<file path="src/rtl/core/fps_pkg.sv">
// Package for the frame peak suppression block: sizes, payload types and control structs.
`default_nettype none

package fps_pkg;

  localparam int unsigned MAX_PIXELS  = 256;
  localparam int unsigned MAX_PEAKS   = 64;
  localparam int unsigned COORD_BITS  = 9;
  localparam int unsigned BRIGHT_BITS = 16;
  localparam int unsigned FRAME_BITS  = 32;

  localparam int unsigned PIX_AW  = (MAX_PIXELS > 1) ? $clog2(MAX_PIXELS) : 1;
  localparam int unsigned PIX_CW  = $clog2(MAX_PIXELS + 1);
  localparam int unsigned PEAK_AW = (MAX_PEAKS > 1) ? $clog2(MAX_PEAKS) : 1;
  localparam int unsigned PEAK_CW = $clog2(MAX_PEAKS + 1);

  localparam int unsigned CFG_IDX_BITS  = 2;
  localparam int unsigned CFG_DATA_BITS = (BRIGHT_BITS > COORD_BITS) ? BRIGHT_BITS : COORD_BITS;

  localparam logic [CFG_IDX_BITS-1:0] CFG_THRESHOLD = 2'd0;
  localparam logic [CFG_IDX_BITS-1:0] CFG_WINDOW_X  = 2'd1;
  localparam logic [CFG_IDX_BITS-1:0] CFG_WINDOW_Y  = 2'd2;

  localparam logic [BRIGHT_BITS-1:0] THRESHOLD_RESET = BRIGHT_BITS'(100);
  localparam logic [COORD_BITS-1:0]  WINDOW_RESET    = COORD_BITS'(5);

  typedef struct packed {
    logic [FRAME_BITS-1:0]  frame_number;
    logic [COORD_BITS-1:0]  pixel_x;
    logic [COORD_BITS-1:0]  pixel_y;
    logic [BRIGHT_BITS-1:0] pixel_brightness;
    logic                   end_of_frame;
  } pixel_t;

  typedef struct packed {
    logic [FRAME_BITS-1:0]  peak_frame;
    logic [COORD_BITS-1:0]  peak_x;
    logic [COORD_BITS-1:0]  peak_y;
    logic [BRIGHT_BITS-1:0] peak_brightness;
    logic                   last_peak;
    logic                   frame_truncated;
  } peak_t;

  // One stored pixel or peak
  typedef struct packed {
    logic [COORD_BITS-1:0]  x;
    logic [COORD_BITS-1:0]  y;
    logic [BRIGHT_BITS-1:0] bright;
  } entry_t;

  // Commands from the controller
  typedef struct packed {
    logic               load;        // transfer a pixel into the store
    logic               pass_start;  // begin a scan of the store
    logic               suppress;    // the starting pass clears around the last best
    logic               clear_frame; // drop the stored frame
    logic               push;        // save the best pixel as a peak
    logic               buf_rd;      // read a saved peak
    logic               out_load;    // move the read peak into the output register
    logic               last;
    logic               truncated;
    logic [PEAK_AW-1:0] buf_idx;
  } cmd_t;

  // Status from the datapath
  typedef struct packed {
    logic pass_done;
    logic qualify;
    logic overflow;
  } dp_status_t;

endpackage

`default_nettype wire

</file>
<file path="src/rtl/core/fps_outbuf.sv">
// Peak buffer and output register for the result channel.
`default_nettype none

module fps_outbuf (
  input  wire logic                            clk,
  input  wire logic                            rst,
  input  wire fps_pkg::cmd_t                   cmd,
  input  wire fps_pkg::entry_t                 best,
  input  wire logic [fps_pkg::FRAME_BITS-1:0]  current_frame,
  input  wire logic                            peak_stall,
  output logic                                 peak_valid,
  output fps_pkg::peak_t                       peak,
  output logic                                 out_xfer
);

  fps_pkg::entry_t peak_mem [fps_pkg::MAX_PEAKS];
  fps_pkg::entry_t rd_entry;

  assign out_xfer = peak_valid && !peak_stall;

  always_ff @(posedge clk) begin
    if (cmd.push) begin
      peak_mem[cmd.buf_idx] <= best;
    end
    if (cmd.buf_rd) begin
      rd_entry <= peak_mem[cmd.buf_idx];
    end
  end

  always_ff @(posedge clk) begin
    if (cmd.out_load) begin
      peak <= '{peak_frame:      current_frame,
                peak_x:          rd_entry.x,
                peak_y:          rd_entry.y,
                peak_brightness: rd_entry.bright,
                last_peak:       cmd.last,
                frame_truncated: cmd.truncated};
    end
  end

  always_ff @(posedge clk) begin
    if (rst) begin
      peak_valid <= 1'b0;
    end else if (cmd.out_load) begin
      peak_valid <= 1'b1;
    end else if (out_xfer) begin
      peak_valid <= 1'b0;
    end
  end

endmodule

`default_nettype wire

</file>
<file path="config.mk">
export PLATFORM = sky130hd
export DESIGN_NAME = fps_outbuf
export DESIGN_NICKNAME = d
export VERILOG_FILES = /design/src/rtl/core/fps_pkg.sv /design/src/rtl/core/fps_outbuf.sv
export SDC_FILE = /design/constraint.sdc
export NUM_CORES = 2
export LEC_CHECK = 0
export ABC_CLOCK_PERIOD_IN_PS = 3850
export CORE_MARGIN = 2
export CORE_UTILIZATION = 25
export CTS_BUF_LIST = sky130_fd_sc_hd__clkbuf_8
export CTS_CLUSTER_DIAMETER = 120
export CTS_CLUSTER_SIZE = 16
export DETAILED_ROUTE_END_ITERATION = 8
export DONT_BUFFER_PORTS = 1
export PLACE_DENSITY = 0.46
export SLEW_MARGIN = 15
export SYNTH_ARGS = -nofsm -noshare
export SYNTH_HDL_FRONTEND = slang
export SYNTH_SLANG_ARGS = --single-unit
</file>
<file path="constraint.sdc">
create_clock -name clk -period 3.85 [get_ports clk]
set_input_delay 0.385 -clock clk [delete_from_list [all_inputs] [get_ports clk]]
set_output_delay 0.385 -clock clk [all_outputs]
set_load 0.005 [all_outputs]
</file>
# Word-level counts from Yosys, hierarchy flattened
# Memories as Yosys holds them, arrays and structs flattened. A register that Yosys moved wholly into a read port is not among the register bits.
# Index checks and enable logic that the tools add are counted.
[totals] regBits=69 latch_bits=0 mem_bits_rw=2176 romBits=0 in_bits=84 word_cells=15 n_memories=1
[classes] n_addsub=0 n_mul=0 div=0 n_lt_le_gt_ge=0 n_eq_ne=0 shift=0 n_mux=4 bitwise=0 reduce_logical=3
[mem_list] memory="peak_mem" words=64 word_bits=34 read_ports=1 rd_clocked_by_memory_dff=1 wr=1 line="fps_outbuf.sv:16" rtl="fps_pkg::entry_t peak_mem [fps_pkg::MAX_PEAKS];"
[op_table] cell="two-way mux 1 bit" count=4
[op_table] cell="nonzero test 2 bit" count=1
[op_table] cell="logical AND 1 bit" count=1
[op_table] cell="logical NOT 1 bit" count=1

# Logic depth before layout (Yosys ltp)
[logic_depth] word_depth=4 depth_mapped=11 depth_no_buf=6

# Least setup slack after synthesis
# No wires, ideal clock.
[synth_timing] path_type="input to register" startpoint="input cmd[2] (netlist bit)" endpoint="memory peak_mem[32][0] (netlist bit), enable pin" setup_ns=0.425 arrival_ns=3.218 setup_slack_ns=0.207 stages=8 n_path_buf=5 cell_sequence="buf_6 -> inv_1 -> buf_2 -> buf_2 -> clkbuf_1 -> clkbuf_1 -> nand2_1 -> nor2_1"
[synth_rtl] element="start: declaration" line="fps_outbuf.sv:7" rtl="input wire fps_pkg::cmd_t cmd,"
[synth_rtl] element="end: declaration" line="fps_outbuf.sv:16"
# No word-level cell before the write port.

==> out/results.ini <==
[timing]
hold_viol_final=0
timing.clock.skew_ns=0.0820
setup-tns-final_ns=0
hold_ws_ns=0.0166
timing.max_slew.rel_slack=0.175
post-route-min-period_ns=3.30
period_utilisation_layout=0.856
grt_setup_unrepaired=no
fmax_mhz=303
timing.final.setup_violations=0
timing_worst_slew_pin_value_ns=1.24
final_max_slew_viol_count=0

[synthesis]
muxShareOfSynthArea=0.0341
synth_ff_type=sky130_fd_sc_hd__edfxtp_1
post_synth_edffs=2278
syn_inst=4775
yosys_warnings=0
syn_area_um2=85800
synth-seq-area-share=0.797
syn-mean-instance-area_um2=18.0
ys_ff_latch=2279
synth-compound-area-share=0.122
synth_top_family_by_area=compound AO/OA/AOI/OAI gates
post_synth_net_total=4859
post_synth_and_or_nand_nor_area_fraction=0.0258
post_synth_num_cell_types=67
post_synth_xor_area_fraction=0
async_flop_share=0
adder_cell_share_of_the_synthesized_area=0

[power]
power_leakage_nw=29.0
totalPowerFinal_mw=42.7
max-vdd-ir-drop_uv=272
power-per-cell-area_nw_per_um2=435

[worst_setup_path]
regToRegStartpoint=peak_mem[60][16]
timing.critical_path.depth=9
critical_path_buf_inv_count=3
timing.critical_path.max_delay_family=buffers and inverters
crit_required_ns=4.75
worstRegToRegCells=6
critical-path-max-stage-delay_ns=1.21
crit_end_category=register
reg2reg_to=rd_entry[16]
setup.worst_path.start=cmd[2]
timing.critical_path.slowest_stage_cell=sky130_fd_sc_hd__nor2b_4
path_cells=nor2b_4 -> buf_4 -> buf_4 -> a22oi_1 -> a211oi_1 -> a21o_1 -> a22oi_1 -> o2111ai_1 -> dlygate4sd3_1
crit_path_max_fanout=392
setup.reg_to_reg.worst_slack_ns=1.38
timing.critical_path.from_type=input pin
worstPathArrival_ns=4.20
timing_worst_setup_path_type=input pin to register

[hold_path]
holdCritPathClass=input pin to register
timing.hold.worst.start=cmd[1]
timing.hold.worst_endpoint=rd_entry[24]
hold_depth=4

[detailed_routing]
total_wirelength_um=311000
ant_nets=0
vias=50100
drt-initial-drc-count=6531
drc_errors=0
viasPerCell=5.23
drt_first_pass_iters=8
wire_per_inst_um=32.5

[clock_network]
htree_levels=4
tritoncts=built
cts_made_buffers=172
clock_sinks=2279
root_buffer=sky130_fd_sc_hd__clkbuf_8
path_clk_slew_ns=0.10
max-clock-path-buffers=4
post_cts_resize_count=0
worstSkewPairLatency_ns=1.02

[floorplan]
core_area_um2=342000
floorplan_row_count=215
die-height_um=590
initial_core_util=0.251
top_level_ports=154
die-area_um2=348000
die_width_um=590

[finish]
drive_above_1_share=0.145
final.fill_count=33800
final_area_um2=98100
layout.cells.non_filler=9587
num-nets-final=5090
mostFrequentLayoutCells=sky130_fd_sc_hd__edfxtp_1 (2278), sky130_fd_sc_hd__a221oi_1 (462), sky130_fd_sc_hd__a22oi_1 (333), sky130_fd_sc_hd__buf_4 (196), sky130_fd_sc_hd__nor2_1 (181)
area_growth_syn_to_layout_pct=14.3
final_common_cell=sky130_fd_sc_hd__edfxtp_1

[global_routing]
first_global_vias=48600
maximum_number_of_pins_on_one_net_before_global_route_repair=393
grt_usage=0.173
grt_antenna_before_repair=35
grt_first_pass_wirelength_um=420000
overflow=0

[flow_run]
max_cap_viol_count=0

[placement]
dp.cells=9237
io_buffers=0
dpl-instance-area_um2=93400
globalplace.congestion=0.793
post-dp-hpwl_um=171000

[run_status]
outcome=finished clean

-- cell type report --
| class | instances | area [um2] | area share |
|---|---|---|---|
| flip-flops and latches | 2279 | 68400 | 0.698 |
| inverters | 4 | 26.3 | 0.000268 |
| multi-input cells | 2124 | 16200 | 0.165 |
| clock buffers | 175 | 2410 | 0.0246 |
| clock inverters | 14 | 156 | 0.00159 |
| repair buffers | 425 | 5170 | 0.0527 |
| well taps | 4557 | 5700 | 0.0581 |
| diodes | 9 | 22.5 | 0.000230 |
-- cell usage after synthesis, types with 5 or more instances --
library cell | number | area (um2)
sky130_fd_sc_hd__or4_1 | 5 | 37.5
sky130_fd_sc_hd__a22o_1 | 18 | 158
sky130_fd_sc_hd__o221ai_1 | 51 | 447
sky130_fd_sc_hd__a211o_1 | 8 | 70.1
sky130_fd_sc_hd__mux2_2 | 103 | 1160
sky130_fd_sc_hd__o2bb2ai_1 | 18 | 158
sky130_fd_sc_hd__nand2_1 | 111 | 417
sky130_fd_sc_hd__or3_1 | 15 | 93.8
sky130_fd_sc_hd__edfxtp_1 | 2278 | 68400
sky130_fd_sc_hd__o21ai_1 | 42 | 210
sky130_fd_sc_hd__a22oi_1 | 333 | 2500
sky130_fd_sc_hd__o2111ai_1 | 14 | 123
sky130_fd_sc_hd__o311ai_1 | 5 | 43.8
sky130_fd_sc_hd__buf_1 | 34 | 128
sky130_fd_sc_hd__a31oi_1 | 11 | 68.8
sky130_fd_sc_hd__mux2i_1 | 115 | 1150
sky130_fd_sc_hd__o211ai_1 | 8 | 60.1
sky130_fd_sc_hd__o32ai_1 | 17 | 149
sky130_fd_sc_hd__buf_6 | 17 | 191
sky130_fd_sc_hd__o21ai_0 | 111 | 556
sky130_fd_sc_hd__mux4_2 | 26 | 586
sky130_fd_sc_hd__buf_4 | 18 | 135
sky130_fd_sc_hd__nand3_1 | 10 | 50.1
sky130_fd_sc_hd__nand4_1 | 15 | 93.8
sky130_fd_sc_hd__and3_1 | 8 | 50.1
sky130_fd_sc_hd__nand2b_1 | 11 | 68.8
sky130_fd_sc_hd__a221oi_1 | 462 | 4050
sky130_fd_sc_hd__a21oi_1 | 107 | 536
sky130_fd_sc_hd__clkbuf_1 | 124 | 465
sky130_fd_sc_hd__o22a_1 | 21 | 184
sky130_fd_sc_hd__nor3_1 | 43 | 215
sky130_fd_sc_hd__a221o_1 | 9 | 90.1
sky130_fd_sc_hd__a222oi_1 | 20 | 200
sky130_fd_sc_hd__buf_2 | 175 | 876
sky130_fd_sc_hd__nor2b_1 | 8 | 50.1
sky130_fd_sc_hd__nor2_1 | 248 | 931
sky130_fd_sc_hd__o22ai_1 | 88 | 551
sky130_fd_sc_hd__a211oi_1 | 11 | 82.6
-- tightest hold or removal path: cells and delay by family --
kind             cells  cell delay [ns]
AND/OR/NAND/NOR      1             0.17
AO/OA/AOI/OAI        3             0.24
-- state kept, by name, indices dropped and copies added, names as in the netlist --
name,flops
peak_mem,2176
peak,68
rd_entry,34
peak_valid,1
-- cell families (layout without fill, tap and decap cells) --
family	Yosys count	count (layout)
buffers and inverters	372	618
AO/OA/AOI/OAI	1377	1377
flip-flops	2279	2279
other	0	9
multiplexers	247	247
AND/OR/NAND/NOR	500	500
-- power by group --
group	switching, mW	internal (mW)
sequential	0.137	27.5
clock	8.04	4.22
combinational	1.85	0.921
total	10.0	32.7
-- per-layer routing --
metal / track usage / share of wire / vias up
li1: - / - / 20400
met1: 0.243 / 0.43 / 26900
met2: 0.269 / 0.45 / 2468
met3: 0.0366 / 0.089 / 393
met4: 0.0482 / 0.030 / 10
met5: 0 / 0.00023 / -
-- worst max path at each step --
| stage | end | slack [ns] |
|---|---|---|
| 2_1_floorplan | peak_mem[32][0] | 0.21 |
| 3_3_place_gp | rd_entry[20] | 0.33 |
| 3_5_place_dp | rd_entry[20] | 0.37 |
| 4_1_cts | rd_entry[16] | 0.96 |
| 5_1_grt | rd_entry[16] | 0.72 |
| 6_report | rd_entry[16] | 0.55 |
-- stage by stage --
stage	setup slack, ns	util
2_1_floorplan	0.207	-
3_3_place_gp	0.330	0.273
3_5_place_dp	0.374	0.273
4_1_cts	0.961	0.286
5_1_grt	0.722	0.286
6_report	0.553	0.286
-- what timing repair did --
| item | 4_1_cts | 5_1_grt |
|---|---|---|
| endpoints found under the setup margin | 0 | 0 |
| buffers inserted | 0 | 0 |
| hold buffers | 149 | 3 |
| endpoints found under the hold margin | 2376 | 4 |
(Power assumes the default switching activity.)
