===== config.mk =====
export PLATFORM = sky130hd
export DESIGN_NAME = fps_ctrl
export DESIGN_NICKNAME = d
export VERILOG_FILES = /design/src/rtl/core/fps_pkg.sv /design/src/rtl/core/fps_ctrl.sv
export SDC_FILE = /design/constraint.sdc
export NUM_CORES = 1
export LEC_CHECK = 0
export BUFFER_PORTS_ARGS = -buffer_cell sky130_fd_sc_hd__buf_4
export CORE_MARGIN = 1.5
export CORE_UTILIZATION = 40
export DETAILED_ROUTE_END_ITERATION = 10
export HOLD_SLACK_MARGIN = 0.1
export PLACE_DENSITY = 0.65
export SYNTH_ARGS = -nofsm -noshare
export SYNTH_HDL_FRONTEND = slang
export SYNTH_SLANG_ARGS = --single-unit

===== constraint.sdc =====
create_clock -name clk -period 2 [get_ports clk]
set_input_delay 0.6 -clock clk [delete_from_list [all_inputs] [get_ports clk]]
set_output_delay 0.6 -clock clk [all_outputs]
set_load 0.05 [all_outputs]

===== src/rtl/core/fps_pkg.sv =====
// Package for the frame peak suppression block: sizes, payload types and control structs.
`default_nettype none

package fps_pkg;

  localparam int unsigned MAX_PIXELS  = 256;
  localparam int unsigned MAX_PEAKS   = 64;
  localparam int unsigned COORD_BITS  = 9;
  localparam int unsigned BRIGHT_BITS = 16;
  localparam int unsigned FRAME_BITS  = 32;

  localparam int unsigned PIX_AW  = (MAX_PIXELS > 1) ? $clog2(MAX_PIXELS) : 1;
  localparam int unsigned PIX_CW  = $clog2(MAX_PIXELS + 1);
  localparam int unsigned PEAK_AW = (MAX_PEAKS > 1) ? $clog2(MAX_PEAKS) : 1;
  localparam int unsigned PEAK_CW = $clog2(MAX_PEAKS + 1);

  localparam int unsigned CFG_IDX_BITS  = 2;
  localparam int unsigned CFG_DATA_BITS = (BRIGHT_BITS > COORD_BITS) ? BRIGHT_BITS : COORD_BITS;

  localparam logic [CFG_IDX_BITS-1:0] CFG_THRESHOLD = 2'd0;
  localparam logic [CFG_IDX_BITS-1:0] CFG_WINDOW_X  = 2'd1;
  localparam logic [CFG_IDX_BITS-1:0] CFG_WINDOW_Y  = 2'd2;

  localparam logic [BRIGHT_BITS-1:0] THRESHOLD_RESET = BRIGHT_BITS'(100);
  localparam logic [COORD_BITS-1:0]  WINDOW_RESET    = COORD_BITS'(5);

  typedef struct packed {
    logic [FRAME_BITS-1:0]  frame_number;
    logic [COORD_BITS-1:0]  pixel_x;
    logic [COORD_BITS-1:0]  pixel_y;
    logic [BRIGHT_BITS-1:0] pixel_brightness;
    logic                   end_of_frame;
  } pixel_t;

  typedef struct packed {
    logic [FRAME_BITS-1:0]  peak_frame;
    logic [COORD_BITS-1:0]  peak_x;
    logic [COORD_BITS-1:0]  peak_y;
    logic [BRIGHT_BITS-1:0] peak_brightness;
    logic                   last_peak;
    logic                   frame_truncated;
  } peak_t;

  // One stored pixel or peak
  typedef struct packed {
    logic [COORD_BITS-1:0]  x;
    logic [COORD_BITS-1:0]  y;
    logic [BRIGHT_BITS-1:0] bright;
  } entry_t;

  // Commands from the controller
  typedef struct packed {
    logic               load;        // transfer a pixel into the store
    logic               pass_start;  // begin a scan of the store
    logic               suppress;    // the starting pass clears around the last best
    logic               clear_frame; // drop the stored frame
    logic               push;        // save the best pixel as a peak
    logic               buf_rd;      // read a saved peak
    logic               out_load;    // move the read peak into the output register
    logic               last;
    logic               truncated;
    logic [PEAK_AW-1:0] buf_idx;
  } cmd_t;

  // Status from the datapath
  typedef struct packed {
    logic pass_done;
    logic qualify;
    logic overflow;
  } dp_status_t;

endpackage

`default_nettype wire


===== src/rtl/core/fps_ctrl.sv =====
// Controller: frame load, greedy search passes and peak emission sequencing.
`default_nettype none

module fps_ctrl (
  input  wire logic                 clk,
  input  wire logic                 rst,
  input  wire logic                 pixel_valid,
  input  wire logic                 pixel_eof,
  input  wire fps_pkg::dp_status_t  status,
  input  wire logic                 out_xfer,
  output logic                      pixel_stall,
  output fps_pkg::cmd_t             cmd
);

  typedef enum logic [5:0] {
    S_LOAD      = 6'b000001,
    S_SCAN      = 6'b000010,
    S_DECIDE    = 6'b000100,
    S_EMIT_RD   = 6'b001000,
    S_EMIT_LD   = 6'b010000,
    S_EMIT_WAIT = 6'b100000
  } state_t;

  state_t                      state;
  state_t                      state_next;
  logic [fps_pkg::PEAK_CW-1:0] peak_cnt;
  logic [fps_pkg::PEAK_CW-1:0] emit_idx;
  logic                        peak_trunc;
  logic                        accept;
  logic                        room;
  logic                        emit_last;

  assign accept    = pixel_valid && (state == S_LOAD);
  assign room      = peak_cnt < fps_pkg::PEAK_CW'(fps_pkg::MAX_PEAKS);
  assign emit_last = (emit_idx + 1'b1) == peak_cnt;

  assign pixel_stall = (state != S_LOAD);

  always_comb begin
    state_next      = state;
    cmd             = '0;
    cmd.load        = accept;
    cmd.buf_idx     = emit_idx[fps_pkg::PEAK_AW-1:0];
    cmd.last        = emit_last;
    cmd.truncated   = peak_trunc || status.overflow;
    unique case (state)
      S_LOAD: begin
        if (accept && pixel_eof) begin
          cmd.pass_start = 1'b1;
          state_next     = S_SCAN;
        end
      end
      S_SCAN: begin
        if (status.pass_done) begin
          state_next = S_DECIDE;
        end
      end
      S_DECIDE: begin
        cmd.buf_idx = peak_cnt[fps_pkg::PEAK_AW-1:0];
        if (status.qualify && room) begin
          cmd.push       = 1'b1;
          cmd.pass_start = 1'b1;
          cmd.suppress   = 1'b1;
          state_next     = S_SCAN;
        end else if (status.qualify || (peak_cnt != '0)) begin
          state_next = S_EMIT_RD;
        end else begin
          cmd.clear_frame = 1'b1;
          state_next      = S_LOAD;
        end
      end
      S_EMIT_RD: begin
        cmd.buf_rd = 1'b1;
        state_next = S_EMIT_LD;
      end
      S_EMIT_LD: begin
        cmd.out_load = 1'b1;
        state_next   = S_EMIT_WAIT;
      end
      S_EMIT_WAIT: begin
        if (out_xfer) begin
          if (emit_last) begin
            cmd.clear_frame = 1'b1;
            state_next      = S_LOAD;
          end else begin
            state_next = S_EMIT_RD;
          end
        end
      end
      default: begin
        state_next = S_LOAD;
      end
    endcase
  end

  always_ff @(posedge clk) begin
    if (rst) begin
      state      <= S_LOAD;
      peak_cnt   <= '0;
      emit_idx   <= '0;
      peak_trunc <= 1'b0;
    end else begin
      state <= state_next;
      if (accept && pixel_eof) begin
        peak_cnt   <= '0;
        peak_trunc <= 1'b0;
      end
      if (state == S_DECIDE) begin
        emit_idx <= '0;
        if (status.qualify && room) begin
          peak_cnt <= peak_cnt + 1'b1;
        end else if (status.qualify) begin
          peak_trunc <= 1'b1;
        end
      end
      if ((state == S_EMIT_WAIT) && out_xfer) begin
        emit_idx <= emit_idx + 1'b1;
      end
    end
  end

  a_peak_cnt_bound: assert property (@(posedge clk) disable iff (rst)
    peak_cnt <= fps_pkg::PEAK_CW'(fps_pkg::MAX_PEAKS))
    else $error("peak count exceeds buffer depth");

  a_emit_has_peaks: assert property (@(posedge clk) disable iff (rst)
    (state == S_EMIT_RD || state == S_EMIT_LD || state == S_EMIT_WAIT) |-> (peak_cnt != '0))
    else $error("emission with an empty peak buffer");

  a_pass_done_in_scan: assert property (@(posedge clk) disable iff (rst)
    status.pass_done |-> (state == S_SCAN))
    else $error("scan pass finished outside of a scan");

  a_load_then_clear: assert property (@(posedge clk) disable iff (rst)
    cmd.clear_frame |=> (state == S_LOAD))
    else $error("frame cleared without returning to load");

endmodule

`default_nettype wire


# Yosys cells after proc, flatten, opt, wreduce, memory -nomap -nowiden
# Cells that the tools add are included.
[totals]
regBits = 21
in_bits = 8
output_inout_bits = 16
[classes]
add_sub_neg = 2
order_cmp = 1
eq_ne = 11
mux = 30
n_reduce_logical = 9
[op_table]
columns = ["cell", "n"]
rows = [
  ["$pmux W6 S6", 1],
  ["$mux W7", 5],
  ["$mux W6", 5],
  ["$add A7 B1 Y7 const B", 2],
  ["$mux W1", 14],
  ["$mux W4", 2],
  ["$eq A7 B7 Y1", 1],
  ["$lt A7 B7 Y1 const B", 1],
  ["$reduce_bool A7 Y1", 1],
  ["$eq A6 B1 Y1 const B", 1],
  ["$eq A6 B2 Y1 const B", 1],
  ["$eq A6 B3 Y1 const B", 1],
  ["$eq A6 B4 Y1 const B", 1],
  ["$eq A6 B5 Y1 const B", 1],
  ["$eq A6 B6 Y1 const B", 1],
  ["$ne A6 B1 Y1 const B", 1],
  ["$logic_and A1 B1 Y1", 4],
  ["$ne A2 B2 Y1 const B", 2],
  ["$pmux W1 S2", 2],
  ["$reduce_and A3 Y1", 1],
  ["$logic_or A1 B1 Y1", 2],
  ["$mux W2", 1],
  ["$ne A2 B1 Y1 const B", 1],
  ["$reduce_bool A2 Y1", 1],
]

# Longest topological paths before layout
[logic_depth]
depth_word = 7
depth_mapped = 7

# Least setup slack after synthesis
# Ideal clock, no wire load.
[synth_path]
path_kind = "register to output"
startpoint = "register state[3]"
endpoint = "output port cmd[0] (netlist bit)"
arrival_ns = 2.012
required_time_ns = 1.400
path_slack_ns = -0.612
path_stages_with_launch = 5
path_buffers = 1
path_cell_list = "dfxtp_1 buf_2 nor3_2 nand3_1 o21ai_0"
[synth_lines]
columns = ["item", "line", "text"]
rows = [
  ["start, declared", "fps_ctrl.sv:24", "state_t state;"],
  ["start signal, assigned", "fps_ctrl.sv:103", "state <= state_next;"],
  ["end, declared", "fps_ctrl.sv:12", "output fps_pkg::cmd_t cmd"],
]

==> run metrics <==
proportion of layout cells with a drive suffix above 1=0.494; antenna diode count=0; Clock Skews=roughly 0.004 ns; Core Region=3360 µm²; peak supply drop=0.522 mV; Detailed Route Iter0 Violations=86; cell breakdown of the critical path=ha_4, xor2_2, nor4_2, and4_4, a21o_4, buf_8; # DRC=0; Yosys warnings=0; Main synth FF type=dfxtp_1; Num CTS Buffers=3; Hold Path Sink=peak_trunc$_SDFF_PP0_; clock buffer depth=2; startpoint types=register; final setup margin=-0.502 ns; Rel. slew slack=0.697; Routed WL=~4600 µm; post-place setup slack=-0.230 ns; Post-Layout Cell Count=between 200 and 300; placed cells=276; Syn Inst Count=176; most frequent cells in the layout=57 x buf_4, 15 x dfxtp_1, 13 x nor2_1, 13 x a21oi_1, 13 x buf_6; CTS sink cnt=21; Fillers=277; final hold vios=0; Overall Global Routing Usage=0.237; critical path class=reg -> out; critical path capture point type=primary output; initial antenna violation count=0; worst hold path cell count=2; Achievable Freq=400 MHz; CP required=between 1 and 1.5 ns; Critical Path AT=roughly 1.9 ns; DR vias=1601; GRT overflow=0; number of flops mapped to enable cells by yosys=0; final net count=259; area delta synth->final=64.5%; CTS tree=yes; vias per inst=5.46; count of cell types in the netlist=48; post-synthesis sequential area ratio=0.298; DIE AREA=3890 µm²; hold_sp=peak_trunc$_SDFF_PP0_; Die Height=62.4 µm; vias in the first global route=~1600; port buffer count=23; final setup fails=16; Mapped Nets=187; ratio of final minimum period to clock period=1.25; syn avg cell area=8.02 µm²; Max Cap Viol=0; H-tree levels=1; largest net degree at the start of global routing=22; total power=around 1500 µW; outcome=complete, but fails checks; failing checks=setup timing; final worst path period need=between 2 and 3 ns; worst skew pair latency=~0.32 ns; first-pass GRT wire length=7470 µm; HP Class=reg -> reg; CTS Hold Buffers Added=0; Pins Over Slew Limit=0; Rows=21; slew of the pin with the lowest slew margin=0.453 ns; DP Area=1980 µm²; Leakage Power=0.000977 µW; Initial Util=0.420; Yosys reg bits=21; Final HPWL DP=3110 µm; r2r endpoint=state[0]$_SDFFE_PP1P_; TritonRoute pass-1 iters=4; Final Cell Area=2320 µm²; slowest library cell on the worst path=dfxtp_4; CTS Root Cell=clkbuf_4; WL/cell=15.6 µm; unrepaired setup endpoints after global routing=yes; cell area power density=645 nW/µm²; Final ANT Viol Nets=0; GPL Wtd Cong=a little under 0.9; worst reg2reg setup slack=-0.02 ns; Max FO, Critical Path=4; Syn Std Cell Area=1410 µm²; CP max stage delay=0.39 ns; io pins=24; CTS clk-pin slew, worst paths=between 0.1 and 0.15 ns; setup TNS=-3.62 ns; ys async rst share=0; Chip Width=62.4 µm; Worst R2R Start=state[2]$_SDFFE_PP0P_; path depth of the worst reg2reg path=8; commonest non-fill, non-tap cell in the layout=buf_4
[metrics by stage]
stage / hold WS [ns] / utilization
6_report: 0.525 / 0.690
5_1_grt: 0.551 / 0.690
4_1_cts: 0.506 / 0.665
3_5_place_dp: 0.471 / 0.588
3_3_place_gp: 0.466 / 0.588
2_1_floorplan: 0.446 / -
[state kept, by name, summed over array words and instances (netlist names)]
register	cells
state	6
peak_cnt	7
peak_trunc	1
emit_idx	7
[routing by layer]
layer | track usage | routed length, µm
met4 | 0.0750 | 105
met1 | 0.294 | 1860
met3 | 0.0360 | 263
met5 | 0 | 0
met2 | 0.421 | 2340
[synthesized netlist by cell type (2+ instances only)]
library cell | n | area share
dfxtp_1 | 21 | 0.30
nor2_1 | 15 | 0.040
a21oi_1 | 13 | 0.046
nand3_1 | 11 | 0.039
nand2_1 | 9 | 0.024
xnor2_1 | 9 | 0.056
o21ai_1 | 7 | 0.025
and3_1 | 6 | 0.027
nor2b_1 | 5 | 0.022
and2_1 | 4 | 0.018
inv_1 | 4 | 0.011
nand3b_1 | 4 | 0.021
or3_1 | 4 | 0.018
xor2_1 | 4 | 0.025
buf_2 | 3 | 0.011
buf_4 | 3 | 0.016
clkbuf_1 | 3 | 0.0080
ha_1 | 3 | 0.027
mux2_2 | 3 | 0.024
nand2b_1 | 3 | 0.013
nor3_2 | 3 | 0.021
o21ai_0 | 3 | 0.011
or2_2 | 3 | 0.013
a32oi_1 | 2 | 0.012
inv_2 | 2 | 0.0053
nand2_2 | 2 | 0.0089
nand4_1 | 2 | 0.0089
nor3_1 | 2 | 0.0071
nor3b_1 | 2 | 0.011
nor4_1 | 2 | 0.0089
nor4b_1 | 2 | 0.012
[critical path, delay by kind of cell, from the launching register on]
kind,cells,cell delay [ns]
simple gates,2,0.54
buf+inv,1,0.13
flops,1,0.39
fa+ha+maj,1,0.25
compound gates,1,0.13
xor+xnor,1,0.14
[cell type report]
class	count	area [µm²]	share of cell area
inverters	6	35.0	0.0151
multi-input cells	139	1080	0.465
flip-flops and latches	21	438	0.189
clock inverters	1	5.00	0.00216
well taps	46	57.6	0.0248
clock buffers	3	22.5	0.00970
repair buffers	77	684	0.295
[logic make-up after synthesis]
kind of cell,share of synthesized area
muxes,0.0239
buffers and inverters,0.0585
and+or+nand+nor,0.361
adders and majority gates,0.0266
DFF,0.298
AOI/OAI and AO/OA,0.152
xor gates and xnor gates,0.0807
[what timing repair did]
item                                   in CTS  in global routing
pin swaps                                  11                  5
setup buffers                              11                  3
setup endpoints to repair                  15                 17
endpoints found under the hold margin       0                  0
gates cloned                                0                  0
resized for setup                          42                 17
[worst max path at each step]
stage / slack, ns / endpoint / start
2_1_floorplan: -0.25 / cmd[0] / state[3]$_SDFFE_PP0P_
3_3_place_gp: -0.21 / cmd[11] / emit_idx[0]$_SDFFE_PP0P_
6_report: -0.50 / cmd[11] / emit_idx[0]$_SDFFE_PP0P_
3_5_place_dp: -0.23 / cmd[11] / emit_idx[0]$_SDFFE_PP0P_
5_1_grt: -0.64 / cmd[11] / emit_idx[0]$_SDFFE_PP0P_
4_1_cts: -0.58 / cmd[11] / emit_idx[0]$_SDFFE_PP0P_
[power by group]
group	switching (µW)	internal [µW]
Clock	146	74.9
Sequential	22.5	440
Combinational	436	378
(Power assumes the default switching activity.)
